### src/tvp_pkg.sv
// ----------------------------------------------------------------------------
// tvp_pkg
// Shared codes, command/status types and the divide-by-tick helper for the
// trapezoid velocity profiler.
// ----------------------------------------------------------------------------
package tvp_pkg;

  localparam logic [1:0] OP_TICK     = 2'd0;
  localparam logic [1:0] OP_STRAIGHT = 2'd1;
  localparam logic [1:0] OP_CW       = 2'd2;
  localparam logic [1:0] OP_CCW      = 2'd3;

  localparam logic [2:0] PH_IDLE   = 3'd0;
  localparam logic [2:0] PH_UP     = 3'd1;
  localparam logic [2:0] PH_STEADY = 3'd2;
  localparam logic [2:0] PH_DOWN   = 3'd3;
  localparam logic [2:0] PH_FINAL  = 3'd4;

  localparam logic [2:0] CFG_LIN_TOP  = 3'd0;
  localparam logic [2:0] CFG_ANG_TOP  = 3'd1;
  localparam logic [2:0] CFG_LIN_UP   = 3'd2;
  localparam logic [2:0] CFG_LIN_DOWN = 3'd3;
  localparam logic [2:0] CFG_ANG_UP   = 3'd4;
  localparam logic [2:0] CFG_ANG_DOWN = 3'd5;

  localparam int unsigned TICK_MS  = 100;
  localparam int unsigned DIV_BITS = 32;
  localparam int unsigned CNT_W    = $clog2(DIV_BITS) + 1;

  // floor(x / 100) for x < 2**17: reciprocal 2**24/100 rounded up
  localparam logic [17:0] TICK_RECIP = 18'd167773;
  localparam int unsigned RECIP_SH   = 24;

  typedef struct packed {
    logic [15:0] lin_top;
    logic [15:0] ang_top;
    logic [15:0] lin_up;
    logic [15:0] lin_down;
    logic [15:0] ang_up;
    logic [15:0] ang_down;
  } tvp_cfg_t;

  typedef struct packed {
    logic load_item;
    logic start;
    logic mul;
    logic div_step;
    logic emit;
  } tvp_cmd_t;

  typedef struct packed {
    logic phase_idle;
    logic div_done;
    logic out_free;
  } tvp_stat_t;

  function automatic logic [15:0] div_tick(input logic [16:0] x);
    logic [34:0] prod;
    prod = {18'd0, x} * {17'd0, TICK_RECIP};
    return {5'd0, prod[RECIP_SH +: 11]};
  endfunction

endpackage

### src/tvp_if.sv
// ----------------------------------------------------------------------------
// tvp_if
// Valid/ready channels of the trapezoid velocity profiler: command input,
// sample output and register write.
// ----------------------------------------------------------------------------
interface tvp_in_if;
  logic        valid;
  logic        ready;
  logic [1:0]  operation;
  logic [15:0] move_length_ms;
  modport source (output valid, operation, move_length_ms, input ready);
  modport sink   (input valid, operation, move_length_ms, output ready);
endinterface

interface tvp_out_if;
  logic               valid;
  logic               ready;
  logic signed [16:0] linear_velocity;
  logic signed [16:0] angular_velocity;
  logic               busy_res;
  logic               last_sample;
  logic               rejected;
  modport source (output valid, linear_velocity, angular_velocity, busy_res,
                  last_sample, rejected, input ready);
  modport sink   (input valid, linear_velocity, angular_velocity, busy_res,
                  last_sample, rejected, output ready);
endinterface

interface tvp_cfg_if;
  logic        valid;
  logic        ready;
  logic [2:0]  index;
  logic [15:0] data;
  modport source (output valid, index, data, input ready);
  modport sink   (input valid, index, data, output ready);
endinterface

### src/trapezoid_velocity_profiler_core.sv
// ----------------------------------------------------------------------------
// trapezoid_velocity_profiler_core
// Trapezoidal velocity profile generator: start commands set up a straight
// or turning motion; a 100 ms tick word in a profile gives one velocity sample.
// ----------------------------------------------------------------------------
// One word is taken at a time. A start command (accepted or rejected) gives
// its result word from the start state, which loads the output register
// once it is free; the input is ready again after that. A tick during a
// running profile goes through the top*index multiply, 32 iterations of
// the bit-serial restoring divider plus a completion state, and the load of
// the output register. A tick while no profile runs is consumed without a
// result and the input is ready again in the next cycle. A result waits in
// the output register while the next word is taken; a held output stalls
// only the next result load.
module trapezoid_velocity_profiler_core
  import tvp_pkg::*;
(
  input logic      clk,
  input logic      rst,
  tvp_in_if.sink   in_ch,
  tvp_out_if.source out_ch,
  tvp_cfg_if.sink  cfg
);

  tvp_cfg_t  cfg_regs;
  tvp_cmd_t  cmd;
  tvp_stat_t stat;

  assign cfg.ready = 1'b1;

  always_ff @(posedge clk) begin
    if (rst) begin
      cfg_regs <= '0;
    end else if (cfg.valid) begin
      unique case (cfg.index)
        CFG_LIN_TOP:  cfg_regs.lin_top  <= cfg.data;
        CFG_ANG_TOP:  cfg_regs.ang_top  <= cfg.data;
        CFG_LIN_UP:   cfg_regs.lin_up   <= cfg.data;
        CFG_LIN_DOWN: cfg_regs.lin_down <= cfg.data;
        CFG_ANG_UP:   cfg_regs.ang_up   <= cfg.data;
        CFG_ANG_DOWN: cfg_regs.ang_down <= cfg.data;
        default:      ;
      endcase
    end
  end

  tvp_ctrl u_ctrl (
    .clk       (clk),
    .rst       (rst),
    .in_valid  (in_ch.valid),
    .operation (in_ch.operation),
    .in_ready  (in_ch.ready),
    .stat      (stat),
    .cmd       (cmd)
  );

  tvp_datapath u_datapath (
    .clk              (clk),
    .rst              (rst),
    .cfg_regs         (cfg_regs),
    .cmd              (cmd),
    .stat             (stat),
    .operation        (in_ch.operation),
    .move_length_ms   (in_ch.move_length_ms),
    .out_valid        (out_ch.valid),
    .out_ready        (out_ch.ready),
    .linear_velocity  (out_ch.linear_velocity),
    .angular_velocity (out_ch.angular_velocity),
    .busy_res         (out_ch.busy_res),
    .last_sample      (out_ch.last_sample),
    .rejected         (out_ch.rejected)
  );

  a_busy_after_word: assert property (@(posedge clk) disable iff (rst)
    (in_ch.valid && in_ch.ready &&
     (in_ch.operation != OP_TICK || !stat.phase_idle)) |=> !in_ch.ready)
    else $error("input ready while a word is in progress");

  a_one_axis: assert property (@(posedge clk) disable iff (rst)
    out_ch.valid |-> (out_ch.linear_velocity == 17'sd0 ||
                      out_ch.angular_velocity == 17'sd0))
    else $error("both velocity axes driven");

  a_final_word: assert property (@(posedge clk) disable iff (rst)
    (out_ch.valid && out_ch.last_sample) |->
      (!out_ch.busy_res && !out_ch.rejected &&
       out_ch.linear_velocity == 17'sd0 && out_ch.angular_velocity == 17'sd0))
    else $error("final sample not a clean stop");

  a_final_goes_idle: assert property (@(posedge clk) disable iff (rst)
    cmd.emit && stat.phase_idle |=> 1'b0)
    else $error("sample emitted with no running profile");

endmodule

### src/tvp_ctrl.sv
// ----------------------------------------------------------------------------
// tvp_ctrl
// Sequencer: takes one word at a time, runs the multiply and divider
// iterations for a tick and hands the result to the output register.
// ----------------------------------------------------------------------------
module tvp_ctrl
  import tvp_pkg::*;
(
  input  logic       clk,
  input  logic       rst,
  input  logic       in_valid,
  input  logic [1:0] operation,
  output logic       in_ready,
  input  tvp_stat_t  stat,
  output tvp_cmd_t   cmd
);

  localparam logic [2:0] S_IDLE  = 3'd0;
  localparam logic [2:0] S_START = 3'd1;
  localparam logic [2:0] S_MUL   = 3'd2;
  localparam logic [2:0] S_DIV   = 3'd3;
  localparam logic [2:0] S_EMIT  = 3'd4;

  logic [2:0] state, state_next;

  always_comb begin
    state_next = state;
    cmd        = '0;
    in_ready   = 1'b0;
    unique case (state)
      S_IDLE: begin
        in_ready = 1'b1;
        if (in_valid) begin
          cmd.load_item = 1'b1;
          if (operation != OP_TICK) begin
            state_next = S_START;
          end else if (!stat.phase_idle) begin
            state_next = S_MUL;
          end
        end
      end
      S_START: begin
        if (stat.out_free) begin
          cmd.start  = 1'b1;
          state_next = S_IDLE;
        end
      end
      S_MUL: begin
        cmd.mul    = 1'b1;
        state_next = S_DIV;
      end
      S_DIV: begin
        if (stat.div_done) begin
          state_next = S_EMIT;
        end else begin
          cmd.div_step = 1'b1;
        end
      end
      S_EMIT: begin
        if (stat.out_free) begin
          cmd.emit   = 1'b1;
          state_next = S_IDLE;
        end
      end
      default: state_next = S_IDLE;
    endcase
  end

  always_ff @(posedge clk) begin
    if (rst) begin
      state <= S_IDLE;
    end else begin
      state <= state_next;
    end
  end

endmodule

### src/tvp_datapath.sv
// ----------------------------------------------------------------------------
// tvp_datapath
// Profile state, ramp multiplier, bit-serial restoring divider and the
// output register.
// ----------------------------------------------------------------------------
module tvp_datapath
  import tvp_pkg::*;
(
  input  logic               clk,
  input  logic               rst,
  input  tvp_cfg_t           cfg_regs,
  input  tvp_cmd_t           cmd,
  output tvp_stat_t          stat,
  input  logic [1:0]         operation,
  input  logic [15:0]        move_length_ms,
  output logic               out_valid,
  input  logic               out_ready,
  output logic signed [16:0] linear_velocity,
  output logic signed [16:0] angular_velocity,
  output logic               busy_res,
  output logic               last_sample,
  output logic               rejected
);

  logic [2:0]  phase, phase_next;
  logic [1:0]  motion_kind, motion_kind_next;
  logic [15:0] sample_index, sample_index_next;
  logic [15:0] ramp_steps, ramp_steps_next;
  logic [15:0] steady_left, steady_left_next;
  logic [15:0] down_ramp_ms, down_ramp_ms_next;
  logic [CNT_W-1:0] count;

  logic [1:0]  op_q;
  logic [15:0] len_q;
  logic [31:0] quo;
  logic [15:0] rem;

  logic [15:0] top, factor, up, down, mag, steady_dec;
  logic [16:0] sum, len17, mag17;
  logic [14:0] half;
  logic [17:0] trial;
  logic        load_out, do_start;
  logic signed [16:0] lin_next, ang_next;
  logic        busy_next, last_next, rej_next;

  assign top    = (motion_kind == OP_STRAIGHT) ? cfg_regs.lin_top : cfg_regs.ang_top;
  assign factor = (phase == PH_DOWN) ? ramp_steps - sample_index : sample_index;
  assign up     = (op_q == OP_STRAIGHT) ? cfg_regs.lin_up : cfg_regs.ang_up;
  assign down   = (op_q == OP_STRAIGHT) ? cfg_regs.lin_down : cfg_regs.ang_down;
  assign sum    = {1'b0, up} + {1'b0, down};
  assign len17  = {1'b0, len_q};
  assign half   = len_q[15:1];
  assign trial  = {1'b0, rem, quo[DIV_BITS-1]} - {2'b0, ramp_steps};
  assign steady_dec = steady_left - {15'd0, (steady_left != 16'd0)};

  assign stat.phase_idle = (phase == PH_IDLE);
  assign stat.div_done   = count[CNT_W-1];
  assign stat.out_free   = !out_valid || out_ready;

  assign do_start = cmd.start && (phase == PH_IDLE);
  assign load_out = cmd.start || cmd.emit;

  always_comb begin
    phase_next        = phase;
    motion_kind_next  = motion_kind;
    sample_index_next = sample_index;
    ramp_steps_next   = ramp_steps;
    steady_left_next  = steady_left;
    down_ramp_ms_next = down_ramp_ms;
    mag               = '0;
    busy_next         = 1'b1;
    last_next         = 1'b0;
    rej_next          = 1'b0;

    if (cmd.start) begin
      rej_next = !do_start;
    end
    if (do_start) begin
      motion_kind_next  = op_q;
      sample_index_next = '0;
      phase_next        = PH_UP;
      if (len17 <= sum) begin
        ramp_steps_next   = div_tick({2'b0, half});
        down_ramp_ms_next = len_q - {1'b0, half};
        steady_left_next  = '0;
      end else begin
        ramp_steps_next   = div_tick({1'b0, up});
        down_ramp_ms_next = down;
        steady_left_next  = div_tick(len17 - sum + 17'(TICK_MS - 1));
      end
    end

    if (cmd.emit) begin
      case (phase)
        PH_UP: begin
          mag = (ramp_steps == 16'd0) ? 16'd0 : quo[15:0];
          if (sample_index >= ramp_steps) begin
            if (steady_left != 16'd0) begin
              phase_next = PH_STEADY;
            end else begin
              phase_next        = PH_DOWN;
              sample_index_next = '0;
              ramp_steps_next   = div_tick({1'b0, down_ramp_ms});
            end
          end else begin
            sample_index_next = sample_index + 16'd1;
          end
        end
        PH_STEADY: begin
          mag              = top;
          steady_left_next = steady_dec;
          if (steady_dec == 16'd0) begin
            phase_next        = PH_DOWN;
            sample_index_next = '0;
            ramp_steps_next   = div_tick({1'b0, down_ramp_ms});
          end
        end
        PH_DOWN: begin
          mag = (ramp_steps == 16'd0) ? 16'd0 : quo[15:0];
          if (sample_index >= ramp_steps) begin
            phase_next = PH_FINAL;
          end else begin
            sample_index_next = sample_index + 16'd1;
          end
        end
        PH_FINAL: begin
          busy_next         = 1'b0;
          last_next         = 1'b1;
          phase_next        = PH_IDLE;
          sample_index_next = '0;
        end
        default: phase_next = PH_IDLE;
      endcase
    end
  end

  assign mag17 = {1'b0, mag};

  always_comb begin
    lin_next = '0;
    ang_next = '0;
    if (cmd.emit) begin
      case (motion_kind)
        OP_STRAIGHT: lin_next = signed'(mag17);
        OP_CW:       ang_next = signed'(17'd0 - mag17);
        OP_CCW:      ang_next = signed'(mag17);
        default:     ;
      endcase
    end
  end

  always_ff @(posedge clk) begin
    if (rst) begin
      phase        <= PH_IDLE;
      motion_kind  <= OP_TICK;
      sample_index <= '0;
      ramp_steps   <= '0;
      steady_left  <= '0;
      down_ramp_ms <= '0;
      count        <= '0;
      out_valid    <= 1'b0;
    end else begin
      phase        <= phase_next;
      motion_kind  <= motion_kind_next;
      sample_index <= sample_index_next;
      ramp_steps   <= ramp_steps_next;
      steady_left  <= steady_left_next;
      down_ramp_ms <= down_ramp_ms_next;
      if (cmd.mul) begin
        count <= '0;
      end else if (cmd.div_step) begin
        count <= count + CNT_W'(1);
      end
      if (load_out) begin
        out_valid <= 1'b1;
      end else if (out_ready) begin
        out_valid <= 1'b0;
      end
    end
  end

  always_ff @(posedge clk) begin
    if (cmd.load_item) begin
      op_q  <= operation;
      len_q <= move_length_ms;
    end
    if (cmd.mul) begin
      quo <= {16'd0, top} * {16'd0, factor};
      rem <= '0;
    end else if (cmd.div_step) begin
      if (!trial[17]) begin
        rem <= trial[15:0];
        quo <= {quo[DIV_BITS-2:0], 1'b1};
      end else begin
        rem <= {rem[14:0], quo[DIV_BITS-1]};
        quo <= {quo[DIV_BITS-2:0], 1'b0};
      end
    end
    if (load_out) begin
      linear_velocity  <= lin_next;
      angular_velocity <= ang_next;
      busy_res         <= busy_next;
      last_sample      <= last_next;
      rejected         <= rej_next;
    end
  end

endmodule

### src/flat_wrapper.sv
// flat-port wrapper written by rule: the top's interface ports become plain ports
module trapezoid_velocity_profiler_core_flat import tvp_pkg::*;
  (clk, rst, in_ch_valid, in_ch_operation, in_ch_move_length_ms, in_ch_ready, out_ch_valid, out_ch_linear_velocity, out_ch_angular_velocity, out_ch_busy_res, out_ch_last_sample, out_ch_rejected, out_ch_ready, cfg_valid, cfg_index, cfg_data, cfg_ready);
  tvp_in_if in_ch_i ();
  tvp_out_if out_ch_i ();
  tvp_cfg_if cfg_i ();
  input logic clk;
  input logic rst;
  input wire logic [$bits(in_ch_i.valid)-1:0] in_ch_valid;
  input wire logic [$bits(in_ch_i.operation)-1:0] in_ch_operation;
  input wire logic [$bits(in_ch_i.move_length_ms)-1:0] in_ch_move_length_ms;
  output wire logic [$bits(in_ch_i.ready)-1:0] in_ch_ready;
  output wire logic [$bits(out_ch_i.valid)-1:0] out_ch_valid;
  output wire logic [$bits(out_ch_i.linear_velocity)-1:0] out_ch_linear_velocity;
  output wire logic [$bits(out_ch_i.angular_velocity)-1:0] out_ch_angular_velocity;
  output wire logic [$bits(out_ch_i.busy_res)-1:0] out_ch_busy_res;
  output wire logic [$bits(out_ch_i.last_sample)-1:0] out_ch_last_sample;
  output wire logic [$bits(out_ch_i.rejected)-1:0] out_ch_rejected;
  input wire logic [$bits(out_ch_i.ready)-1:0] out_ch_ready;
  input wire logic [$bits(cfg_i.valid)-1:0] cfg_valid;
  input wire logic [$bits(cfg_i.index)-1:0] cfg_index;
  input wire logic [$bits(cfg_i.data)-1:0] cfg_data;
  output wire logic [$bits(cfg_i.ready)-1:0] cfg_ready;
  assign in_ch_i.valid = in_ch_valid;
  assign in_ch_i.operation = in_ch_operation;
  assign in_ch_i.move_length_ms = in_ch_move_length_ms;
  assign in_ch_ready = in_ch_i.ready;
  assign out_ch_valid = out_ch_i.valid;
  assign out_ch_linear_velocity = out_ch_i.linear_velocity;
  assign out_ch_angular_velocity = out_ch_i.angular_velocity;
  assign out_ch_busy_res = out_ch_i.busy_res;
  assign out_ch_last_sample = out_ch_i.last_sample;
  assign out_ch_rejected = out_ch_i.rejected;
  assign out_ch_i.ready = out_ch_ready;
  assign cfg_i.valid = cfg_valid;
  assign cfg_i.index = cfg_index;
  assign cfg_i.data = cfg_data;
  assign cfg_ready = cfg_i.ready;
  trapezoid_velocity_profiler_core u_core (.clk(clk), .rst(rst), .in_ch(in_ch_i), .out_ch(out_ch_i), .cfg(cfg_i));
endmodule
### config.mk
export PLATFORM = sky130hd
export DESIGN_NAME = trapezoid_velocity_profiler_core_flat
export DESIGN_NICKNAME = d
export VERILOG_FILES = /design/src/tvp_pkg.sv /design/src/tvp_if.sv /design/src/trapezoid_velocity_profiler_core.sv /design/src/tvp_ctrl.sv /design/src/tvp_datapath.sv /design/src/flat_wrapper.sv
export SDC_FILE = /design/constraint.sdc
export NUM_CORES = 2
export LEC_CHECK = 0
export ABC_AREA = 1
export BUFFER_PORTS_ARGS = -buffer_cell sky130_fd_sc_hd__buf_2
export CAP_MARGIN = 40
export CORE_MARGIN = 8
export CORE_UTILIZATION = 37
export DETAILED_ROUTE_END_ITERATION = 8
export PLACE_DENSITY = 0.58
export SLEW_MARGIN = 20
export SYNTH_ARGS = -nofsm -noshare
export SYNTH_HDL_FRONTEND = slang
export SYNTH_SLANG_ARGS = --single-unit
### constraint.sdc
create_clock -name clk -period 20 [get_ports clk]
set_input_delay 1 -clock clk [delete_from_list [all_inputs] [get_ports clk]]
set_output_delay 1 -clock clk [all_outputs]
set_load 0.02 [all_outputs]
==> results.py <==
metrics = {
    "floorplan": {
        "fp.dieArea_um2": 136700,
        "start_util_pct": 37.07,
        "fp.dieH_um": 369.8,
        "placementRows": 130,
        "die_x_um": 369.8,
        "num_io_pins": 82,
        "core_um2": 124900,
    },
    "route": {
        "drc": 0,
        "detail-route-antenna-nets": 0,
        "via_per_inst": 4.988,
        "drt_iter0_drc": 2310,
        "dr.pass1.iters": 5,
        "vias": 37320,
        "wirelength_um": 128900,
        "detail_route.wl_per_cell_um": 17.23,
    },
    "synth": {
        "synth_area_per_cell_um2": 8.069,
        "synthCells": 5739,
        "yosysUniqueCellTypes": 68,
        "yosysSeqAreaShare_pct": 13.83,
        "synth-seq-cells": 277,
        "yosys_most_used_dff": "dfxtp_1",
        "synth_nets": 7133,
        "yosys-mux-area-fraction_pct": 0,
        "synth-simple-area-share_pct": 15.44,
        "synthAdderAreaFrac_pct": 46.32,
        "synth-edff-count": 86,
        "synth_top_family_by_area": "adder cells",
        "ys_warn_count": 0,
        "synth_area_um2": 46310,
        "synth-xor-area-share_pct": 2.137,
        "synth_compound_area_share_pct": 10.66,
        "async_flop_share_pct": 0,
    },
    "critical_path": {
        "path_delay_family": "adder cells",
        "path_buf_inv": 8,
        "crit_type": "flop to flop",
        "slowest_stage": "fa_1",
        "end_kind": "flop",
        "crit_required_ns": 20.54,
        "cp_max_fo": 54,
        "arrival_ns": 10.95,
        "start_kind": "flop",
        "cpPeakStageDelay_ns": 0.52,
    },
    "placed_design": {
        "io_buffers": 79,
        "placed_area_um2": 48710,
        "dp_cells": 7404,
        "dp_hpwl_um": 109500,
        "routabilityCongestion": 0.9199,
    },
    "layout": {
        "final_layout_size_suffix_gt1_share_pct": 5.180,
        "design_area_um2": 50080,
        "fin_nets": 7193,
        "final_common_cell": "inv_1",
        "final_cells": 7482,
        "area_delta_synth_final_pct": 8.144,
        "mostFrequentLayoutCells": "inv_1 (1281), nand2_1 (882), ha_1 (748)",
    },
    "clock_network": {
        "cts_inserted_buffers": 39,
        "hold_buffers": 0,
        "htree_levels": 2,
        "clock_latency_ns": 0.61,
        "cts.clk_slew.worst_paths_ns": 0.06,
        "postCtsSetupRepairBufs": 0,
        "cts.sinks": 277,
        "clockBufferDepth": 3,
        "cts.repair.resized": 0,
        "cts_tree": "built",
        "cts-root-buf": "clkbuf_16",
    },
    "min_path": {
        "worst_hold_path_type": "flop to flop",
    },
    "sta": {
        "setup_violations": 0,
        "tightestPinTransition_ns": 0.9917,
        "rsz0062_at_grt": "no",
        "post-route-min-period_ns": 10.41,
        "skew_ns": 0.02699,
        "tns_ns": 0,
        "max_freq_mhz": 96.05,
        "finalHoldViolCount": 0,
        "slew_violations": 0,
        "slew_headroom_pct": 33.19,
        "period_share_pct": 52.06,
    },
    "global_route": {
        "grt_pass1_wl_um": 210000,
        "grt_max_degree": 78,
        "gr-total-overflow": 0,
        "grt_pass1_vias": 38040,
        "track_usage_pct": 18.99,
        "antenna_found_initial": 3,
    },
    "outcome": {
        "outcome": "completed",
    },
    "flow_run": {
        "drv_cap": 0,
    },
}
==> per-stage QoR <==
stage	setup slack [ns]	utilization, %	hold slack (ns)
CTS	9.700	40.05	0.4462
detailed placement	9.752	38.99	0.4371
global route	8.802	40.09	0.4592
global placement	9.893	38.87	0.4343
finish	9.589	40.09	0.4464
floorplan	10.77	-	0.4245
==> final cells by class <==
type	count	area, um^2
timing repair buffer	129	847.1
inverter	1299	4876
antenna	2	5.005
multi-input combinational	4053	34560
clock inverter	23	289.0
clock buffer	49	1035
fill	12820	74840
sequential	277	6406
tap	1650	2064
==> metal layers <==
| layer | global-route usage, % | vias up | routed length (um) |
|---|---|---|---|
| met5 | 0 | - | 8 |
| met2 | 30.80 | 793 | 58210 |
| met1 | 27.07 | 18150 | 61100 |
| met4 | 4.746 | 2 | 3048 |
| met3 | 1.983 | 123 | 6566 |
| li1 | - | 18260 | - |
==> worst paths after layout <==
kind	cells after the start	startpoint	to	slack, ns
worst max-delay path	46	u_core.u_datapath.op_q[1]	u_core.u_datapath.steady_left[10]	9.59
worst min register to register	2	u_core.cfg_regs[45]	u_core.cfg_regs[45]	0.45
worst min-delay path	2	u_core.cfg_regs[45]	u_core.cfg_regs[45]	0.45
worst max register to register	46	u_core.u_datapath.op_q[1]	u_core.u_datapath.steady_left[10]	9.59
==> cells by family (layout without fill, tap and decap cells) <==
family                     Yosys count  count (layout)
AOI/OAI and AO/OA                  875             875
adders and majority gates         1352            1352
buffers and inverters             1409            1500
other                                2               4
DFF                                277             277
and+or+nand+nor                   1711            1711
xor gates and xnor gates           113             113
==> cell usage after synthesis (35+ instances only) <==
master / number / share of area [%]
nor2_1: 458 / 3.7
clkbuf_1: 81 / 0.66
edfxtp_1: 86 / 5.6
xnor2_1: 42 / 0.79
nand4_1: 44 / 0.59
nor3_1: 50 / 0.54
a21oi_1: 332 / 3.6
fa_1: 604 / 26
xor2_1: 71 / 1.3
dfxtp_1: 191 / 8.3
nand2_1: 884 / 7.2
ha_1: 748 / 20
o21ai_0: 313 / 3.4
nand3_1: 176 / 1.9
or2_2: 35 / 0.47
inv_1: 1282 / 10
==> worst min-delay path, cell delays in order (launching register included) <==
cell and delay, ns:
dfxtp_1 0.29, inv_1 0.05, a21oi_1 0.05
==> flip-flops by register name, indices dropped and copies added, names as in the netlist, 3 cells and up <==
| register | count |
|---|---|
| u_core.cfg_regs | 96 |
| u_core.u_datapath.phase | 3 |
| u_core.u_datapath.count | 6 |
| u_core.u_datapath.len_q | 16 |
| u_core.u_ctrl.state | 3 |
| u_core.u_datapath.ramp_steps | 16 |
| u_core.u_datapath.sample_index | 16 |
| u_core.u_datapath.steady_left | 16 |
| u_core.u_datapath.linear_velocity | 16 |
| u_core.u_datapath.angular_velocity | 17 |
| u_core.u_datapath.rem | 16 |
| u_core.u_datapath.quo | 32 |
| u_core.u_datapath.down_ramp_ms | 16 |
Power is not shown: default switching activity piles up to over one toggle a cycle in this logic, so the estimate is an artifact.
